`config.mk`:
```
export PLATFORM = sky130hd
export DESIGN_NAME = thermocouple_k_emf_to_temperature_core_flat
export DESIGN_NICKNAME = d
export VERILOG_FILES = /design/src/rtl/core/tkc_pkg.sv /design/src/rtl/core/tkc_emf_if.sv /design/src/rtl/core/tkc_temp_if.sv /design/src/rtl/core/thermocouple_k_emf_to_temperature_core.sv /design/src/flat_wrapper.sv
export SDC_FILE = /design/constraint.sdc
export NUM_CORES = 2
export LEC_CHECK = 0
export ABC_AREA = 1
export BUFFER_PORTS_ARGS = -buffer_cell sky130_fd_sc_hd__buf_2
export CORE_ASPECT_RATIO = 2
export CORE_UTILIZATION = 23
export CTS_BUF_LIST = sky130_fd_sc_hd__clkbuf_2
export DETAILED_ROUTE_END_ITERATION = 7
export PLACE_DENSITY = 0.41
export SYNTH_ARGS = -nofsm -noshare
export SYNTH_HDL_FRONTEND = slang
export SYNTH_SLANG_ARGS = --single-unit
```
`constraint.sdc`:
```
create_clock -name clk_i -period 8.74 [get_ports clk_i]
set_input_delay 1.748 -clock clk_i [delete_from_list [all_inputs] [get_ports clk_i]]
set_output_delay 1.748 -clock clk_i [all_outputs]
set_load 0.05 [all_outputs]
```
`src/rtl/core/tkc_pkg.sv`:
```
// Shared constants, types, microcode program and coefficient table of the type K converter.
package tkc_pkg;

  localparam int AccFracBits = 40;
  localparam int RomFracBits = 48;
  localparam int RomShift    = RomFracBits - AccFracBits;
  localparam int OutShift    = AccFracBits - 16;
  localparam int XFracBits   = 16;

  localparam int EmfW   = 23;
  localparam int TempW  = 28;
  localparam int AccW   = 64;
  localparam int HalfW  = AccW / 2;
  localparam int ProdW  = HalfW + EmfW;
  localparam int MagW   = 62;

  localparam logic signed [EmfW-1:0] HighBandStart = 23'sd1352926;
  localparam logic signed [EmfW-1:0] HighBandMax   = 23'sd3597926;

  typedef logic [4:0] coef_addr_t;
  typedef logic [2:0] step_t;

  localparam coef_addr_t LowTop   = 5'd9;
  localparam coef_addr_t LowBase  = 5'd0;
  localparam coef_addr_t HighTop  = 5'd16;
  localparam coef_addr_t HighBase = 5'd10;

  localparam logic signed [AccW-1:0] RomHalf =
      (RomShift == 0) ? '0 : (64'sd1 <<< ((RomShift == 0) ? 0 : RomShift - 1));
  localparam logic signed [AccW-1:0] OutHalf = 64'sd1 <<< (OutShift - 1);

  typedef enum logic [2:0] {
    OpWait,
    OpNop,
    OpLoad,
    OpMul,
    OpMac,
    OpOut
  } op_e;

  typedef enum logic [2:0] {
    CondNone,
    CondIdle,
    CondOutRange,
    CondMore,
    CondOutBusy
  } cond_e;

  typedef struct packed {
    op_e   op;
    cond_e cond;
    step_t jump;
    step_t next;
  } uword_t;

  localparam step_t StepWait  = 3'd0;
  localparam step_t StepCheck = 3'd1;
  localparam step_t StepLoad  = 3'd2;
  localparam step_t StepMul   = 3'd3;
  localparam step_t StepMac   = 3'd4;
  localparam step_t StepOut   = 3'd5;

  // The program: a taken condition goes to jump, otherwise to next.
  function automatic uword_t ucode(step_t s);
    uword_t w;
    case (s)
      StepWait:  w = '{op: OpWait, cond: CondIdle,     jump: StepWait, next: StepCheck};
      StepCheck: w = '{op: OpNop,  cond: CondOutRange, jump: StepOut,  next: StepLoad};
      StepLoad:  w = '{op: OpLoad, cond: CondNone,     jump: StepWait, next: StepMul};
      StepMul:   w = '{op: OpMul,  cond: CondNone,     jump: StepWait, next: StepMac};
      StepMac:   w = '{op: OpMac,  cond: CondMore,     jump: StepMul,  next: StepOut};
      StepOut:   w = '{op: OpOut,  cond: CondOutBusy,  jump: StepOut,  next: StepWait};
      default:   w = '{op: OpNop,  cond: CondNone,     jump: StepWait, next: StepWait};
    endcase
    return w;
  endfunction

  // Low band coefficients d0..d9 sit at 0..9, high band e0..e6 at 10..16.
  function automatic logic signed [AccW-1:0] coef_acc(coef_addr_t a);
    logic signed [AccW-1:0] c;
    case (a)
      5'd0:    c = 64'sd0;
      5'd1:    c = 64'sd7060391652070575;
      5'd2:    c = 64'sd22124231532933;
      5'd3:    c = -64'sd70456873992872;
      5'd4:    c = 64'sd23405404295928;
      5'd5:    c = -64'sd3456608415499;
      5'd6:    c = 64'sd275959080477;
      5'd7:    c = -64'sd12421575165;
      5'd8:    c = 64'sd297725653;
      5'd9:    c = -64'sd2963242;
      5'd10:   c = -64'sd37100034485329383;
      5'd11:   c = 64'sd13595866249572982;
      5'd12:   c = -64'sd463316537390018;
      5'd13:   c = 64'sd15381850309550;
      5'd14:   c = -64'sd271643477987;
      5'd15:   c = 64'sd2477597070;
      5'd16:   c = -64'sd8756152;
      default: c = 64'sd0;
    endcase
    return (c + RomHalf) >>> RomShift;
  endfunction

endpackage

```
`src/rtl/core/tkc_emf_if.sv`:
```
// Handshake channel that carries one EMF sample per beat.
interface tkc_emf_if;
  import tkc_pkg::*;

  logic                   valid;
  logic                   ready;
  logic signed [EmfW-1:0] emf_mv_q16;

  modport source (output valid, output emf_mv_q16, input ready);
  modport sink (input valid, input emf_mv_q16, output ready);
endinterface

```
`src/rtl/core/tkc_temp_if.sv`:
```
// Handshake channel that carries one temperature result per beat.
interface tkc_temp_if;
  import tkc_pkg::*;

  logic                    valid;
  logic                    ready;
  logic signed [TempW-1:0] temp_c_q16;
  logic                    in_range;

  modport source (output valid, output temp_c_q16, output in_range, input ready);
  modport sink (input valid, input temp_c_q16, input in_range, output ready);
endinterface

```
`src/rtl/core/thermocouple_k_emf_to_temperature_core.sv`:
```
// Microcoded type K thermocouple EMF to temperature converter.
//
// An EMF beat (signed Q7.16 mV) enters on emf_i; one result beat leaves on temp_o
// with the temperature in degrees Celsius (signed Q.16) and an in-range flag.
// A six-step microprogram drives one Horner datapath: the step counter fetches a
// control word that selects the operation and a conditional jump. Each Horner
// step forms the two 32 by 23 bit partial products in the multiply step, then
// recombines them and adds the coefficient in the accumulate step; the loop sets the rate.
// The low band runs nine Horner steps, the high band six, and an out-of-range
// sample skips the loop and goes straight to the output step.
// A new beat is taken only once the block is back in its wait step, the cycle
// after the result is loaded into the output register, so a sample is finished
// before the next is taken; that next sample may be accepted while the previous
// result still waits in the output register.
// If the receiver stalls with a result still held, the block holds its finished
// result in the output step until the output register frees up.
// Reset clears the step counter and the output valid flag; the block keeps no
// state between samples.
module thermocouple_k_emf_to_temperature_core (
  input  logic        clk_i,
  input  logic        rst_ni,
  tkc_emf_if.sink     emf_i,
  tkc_temp_if.source  temp_o
);
  import tkc_pkg::*;

  uword_t                  uword;
  step_t                   step_q, step_d;
  logic                    cond_hit;
  logic                    emf_accept;
  logic                    out_free;
  logic                    out_valid_q;
  logic signed [TempW-1:0] temp_q;
  logic                    range_out_q;

  logic [EmfW-1:0]         x_q;
  logic                    band_ok_q;
  logic                    band_ok_d;
  logic                    band_low_d;
  coef_addr_t              idx_q, base_q;
  logic signed [AccW-1:0]  acc_q;
  logic                    neg_q;
  logic [ProdW-1:0]        prod_hi_q, prod_lo_q;

  logic [AccW-1:0]         mag;
  logic [ProdW-1:0]        prod_hi_d, prod_lo_d;
  logic [AccW-1:0]         p_sum;
  logic signed [AccW-1:0]  p_mag;
  logic signed [AccW-1:0]  coef;
  logic signed [AccW-1:0]  mac;
  logic signed [AccW-1:0]  rsum;

  assign uword      = ucode(step_q);
  assign emf_accept = emf_i.valid && emf_i.ready;
  assign out_free   = !out_valid_q || temp_o.ready;

  always_comb begin
    case (uword.cond)
      CondIdle:     cond_hit = !emf_accept;
      CondOutRange: cond_hit = !band_ok_q;
      CondMore:     cond_hit = (idx_q != base_q);
      CondOutBusy:  cond_hit = !out_free;
      default:      cond_hit = 1'b0;
    endcase
    step_d = cond_hit ? uword.jump : uword.next;
  end

  assign emf_i.ready = (uword.op == OpWait);

  assign band_ok_d  = !emf_i.emf_mv_q16[EmfW-1] && (emf_i.emf_mv_q16 <= HighBandMax);
  assign band_low_d = (emf_i.emf_mv_q16 < HighBandStart);

  assign mag       = acc_q[AccW-1] ? (AccW'(0) - acc_q) : acc_q;
  assign prod_hi_d = ProdW'(mag[AccW-1:HalfW]) * ProdW'(x_q);
  assign prod_lo_d = ProdW'(mag[HalfW-1:0]) * ProdW'(x_q);
  assign p_sum     = {prod_hi_q[AccW-XFracBits-1:0], {XFracBits{1'b0}}}
                   + AccW'(prod_lo_q[ProdW-1:XFracBits]);
  assign p_mag     = {{(AccW-MagW){1'b0}}, p_sum[MagW-1:0]};
  assign coef      = coef_acc(idx_q);
  assign mac       = neg_q ? (coef - p_mag) : (coef + p_mag);
  assign rsum      = acc_q + OutHalf;

  always_ff @(posedge clk_i or negedge rst_ni) begin
    if (!rst_ni) begin
      step_q      <= StepWait;
      out_valid_q <= 1'b0;
    end else begin
      step_q <= step_d;
      if (uword.op == OpOut && out_free) begin
        out_valid_q <= 1'b1;
      end else if (temp_o.ready) begin
        out_valid_q <= 1'b0;
      end
    end
  end

  always_ff @(posedge clk_i) begin
    case (uword.op)
      OpWait: begin
        if (emf_accept) begin
          x_q       <= emf_i.emf_mv_q16;
          band_ok_q <= band_ok_d;
          idx_q     <= band_low_d ? LowTop : HighTop;
          base_q    <= band_low_d ? LowBase : HighBase;
        end
      end
      OpLoad: begin
        acc_q <= coef;
        idx_q <= idx_q - 5'd1;
      end
      OpMul: begin
        prod_hi_q <= prod_hi_d;
        prod_lo_q <= prod_lo_d;
        neg_q     <= acc_q[AccW-1];
      end
      OpMac: begin
        acc_q <= mac;
        if (idx_q != base_q) begin
          idx_q <= idx_q - 5'd1;
        end
      end
      OpOut: begin
        if (out_free) begin
          temp_q      <= band_ok_q ? rsum[OutShift +: TempW] : '0;
          range_out_q <= band_ok_q;
        end
      end
      default: begin
      end
    endcase
  end

  assign temp_o.valid      = out_valid_q;
  assign temp_o.temp_c_q16 = temp_q;
  assign temp_o.in_range   = range_out_q;

endmodule

```
`src/flat_wrapper.sv`:
```
// flat-port wrapper written by rule: the top's interface ports become plain ports
module thermocouple_k_emf_to_temperature_core_flat import tkc_pkg::*;
  (clk_i, rst_ni, emf_i_valid, emf_i_emf_mv_q16, emf_i_ready, temp_o_valid, temp_o_temp_c_q16, temp_o_in_range, temp_o_ready);
  tkc_emf_if emf_i_i ();
  tkc_temp_if temp_o_i ();
  input  logic clk_i;
  input  logic rst_ni;
  input wire logic [$bits(emf_i_i.valid)-1:0] emf_i_valid;
  input wire logic [$bits(emf_i_i.emf_mv_q16)-1:0] emf_i_emf_mv_q16;
  output wire logic [$bits(emf_i_i.ready)-1:0] emf_i_ready;
  output wire logic [$bits(temp_o_i.valid)-1:0] temp_o_valid;
  output wire logic [$bits(temp_o_i.temp_c_q16)-1:0] temp_o_temp_c_q16;
  output wire logic [$bits(temp_o_i.in_range)-1:0] temp_o_in_range;
  input wire logic [$bits(temp_o_i.ready)-1:0] temp_o_ready;
  assign emf_i_i.valid = emf_i_valid;
  assign emf_i_i.emf_mv_q16 = emf_i_emf_mv_q16;
  assign emf_i_ready = emf_i_i.ready;
  assign temp_o_valid = temp_o_i.valid;
  assign temp_o_temp_c_q16 = temp_o_i.temp_c_q16;
  assign temp_o_in_range = temp_o_i.in_range;
  assign temp_o_i.ready = temp_o_ready;
  thermocouple_k_emf_to_temperature_core u_core (.clk_i(clk_i), .rst_ni(rst_ni), .emf_i(emf_i_i), .temp_o(temp_o_i));
endmodule
```
==> impl_metrics.yaml <==
floorplan:
  die_x_um: 384
  die_h_um: 766
  num_rows: 280
  ios: 58
  coreArea_sq_um: 291000
  initial_utilization_pct: 23.1
  die_area_sq_um: 294000
worst_setup_path:
  arrival_ps: 9510
  cp-startpoint: "u_core.acc_q[32]$_DFFE_PP_"
  slowest_delay_ps: 620
  end_kind: "flip-flop"
  worstPathMaxFanout: 6
  slowest_stage: "fa_2"
  rrSetupSlack_ps: 170
  critPathKind: "flip-flop to flip-flop"
  cpMostUsedCell: "inv_1"
  cp-start-kind: "flip-flop"
  r2r-start: "u_core.acc_q[32]$_DFFE_PP_"
  crit_required_ps: 9690
routing:
  drt_wl_total_mm: 341
  drt_iter0_markers: 3361
  avgViaCountPerCell: 4.58
  routedWlPerCell_um: 25.3
  remaining_drc_errors: 0
  vias: 61700
  ant_nets: 0
  first_pass_iters: 7
grt:
  antenna_found_initial: 10
  grt_usage_pct: 23.3
  grt_overflow_total: 0
  top_usage_layer: "met2"
  grt_max_degree: 60
  met2_usage_pct: 45.3
  grt_use_met3_pct: 2.11
  grt_pass1_vias: 69000
  gr-usage-met1_pct: 19.8
  grt_pass1_wl_mm: 483
placement:
  dp_cells: 13300
  io_buffers: 57
  place.gp.congestion: 0.986
  dpl.hpwl_mm: 295
synth:
  postSynth.asyncResetShare_pct: 1.54
  ys_warn_count: 0
  synth.most_common_cell: "nand2_1"
  yosys-top-cells-count: "2148 x nand2_1, 2030 x inv_1, 1221 x fa_1, 913 x nor2_1, 420 x ha_1"
  synth_fp_nets: 10600
  synth_edf_count: 209
  synth_area_sq_um: 67200
  yosysTopAreaCellShare_pct: 36.4
  synth_cell_types: 68
  seq_area_frac_synth_pct: 10.9
  avgSynthCellArea_sq_um: 7.55
  yosys.area.top_type: "fa_1"
  post_synth_main_area_contributors: "fa_1 36%, nand2_1 12%, inv_1 11%"
  synth-seq-cells: 260
  synth_ff_type: "edfxtp_1"
  syn_inst: 8898
timing:
  setup_viol: 0
  timing.slew.headroom_pct: 22.1
  fmax_mhz: 117
  drv_slew: 0
  finalCriticalPeriod_ps: 8570
  min_period_over_period_pct: 98.0
  fin_tns_setup_ps: 0
  hold_violations: 0
  rsz0062_at_grt: "true"
  worst_slew_pin_slew_ps: 1160
  skew_ps: 279
clock_tree:
  clk_latency_ps: 1380
  clk_pin_slew_ps: 180
  cts_sinks: 260
  tritoncts: "yes"
  clockBufferDepth: 3
  cts_max_level: 3
  cts_buffers: 73
  cts_root_buf: "clkbuf_2"
job:
  maxCapViolCount: 0
cells_and_area:
  final_cells: 13500
  layout.nets: 11300
  drive_gt1_share_pct: 16.3
  syn2layout_area_growth_pct: 20.8
hold_path:
  hold_class: "input pin to async pin"
outcome:
  status: "finished, final reports clean"
## stage by stage
step	utilization (%)	hold slack (ps)	setup WS, ps	area (sq um)
global route	27.9	123	-131	81200
CTS	27.5	83.0	-32.6	79900
detailed placement	26.9	597	-1000	78200
finish	27.9	260	175	81200
global placement	26.9	566	-1010	78200
floorplan	-	472	1010	67200
## path summary, 6_finish.rpt
path	to	cells after the start
setup / recovery	u_core.prod_hi_q[37]$_DFFE_PN_	39
hold / removal	u_core.step_q[0]$_DFF_PN0_	1
setup reg to reg	u_core.prod_hi_q[37]$_DFFE_PN_	39
hold reg to reg	u_core.step_q[1]$_DFF_PN0_	1
max in group asynchronous	u_core.temp_o.valid$_DFFE_PN0P_	1
min in group clk_i	u_core.x_q[12]$_DFFE_PP_	1
## logic make-up after synthesis
group                    after synthesis  synth area share, %
AO/OA/AOI/OAI                        727                 6.00
XOR/XNOR                             220                 2.92
adder cells (fa/ha/maj)             1641                 44.2
buffers and inverters               2370                 13.3
flip-flops                           260                 10.9
AND/OR/NAND/NOR                     3680                 22.7
## metal layers
metal  part of all wire (%)  vias to the layer above  routed length [um]
li1                       -                    28000                   -
met1                     29                    31100               99900
met2                     55                     1749              188000
met3                    3.0                      889               10100
met4                     13                        2               43100
met5                 0.0038                        -                  13
## critical path: cells and delay by family, from the launching register on
kind / cells / cell delay (ps)
simple gates: 12 / 1410
fa+ha+maj: 8 / 3880
xor+xnor: 2 / 410
flops: 1 / 500
buf+inv: 14 / 1460
compound gates: 3 / 540
## what timing repair did
item / CTS / global route
cloned: 1 / 2
buffers inserted: 14 / 26
hold endpoints to repair: 0 / 0
gates resized for setup: 222 / 248
pin swaps: 74 / 94
endpoints found under the setup margin: 37 / 44
hold buffers: 0 / 0
## cell usage in the layout (no fill, tap or decap), drive strengths merged, types with 3 or more instances in the layout
cell	n
o2111ai	3
o211ai	9
nand3b	20
clkinv	56
or2	48
a21o	18
a21oi	297
ha	420
and3	5
edfxtp	209
nor3b	4
o21ai	271
xnor2	67
diode	6
a211oi	4
clkinvlp	4
fa	1221
nand2	2189
o31ai	11
dfxtp	47
dfrtp	4
nor2	963
o22ai	7
inv	2059
a21boi	9
o21bai	9
buf	914
clkbuf	92
nand4	64
nand3	262
o21a	30
xor2	153
a31oi	44
nor4	27
a221oi	5
nor3	93
## final cells by class
class                      count  area, sq um
fill                       32100       210000
clock buffer                  90          450
timing repair buffer         917         7860
sequential                   260         7320
multi-input combinational   6268        52600
inverter                    2081         7860
clock inverter                40          250
antenna                        6         15.0
tap                         3807         4760
Power is not shown: default switching activity piles up to over one toggle a cycle in this logic, so the estimate is an artifact.
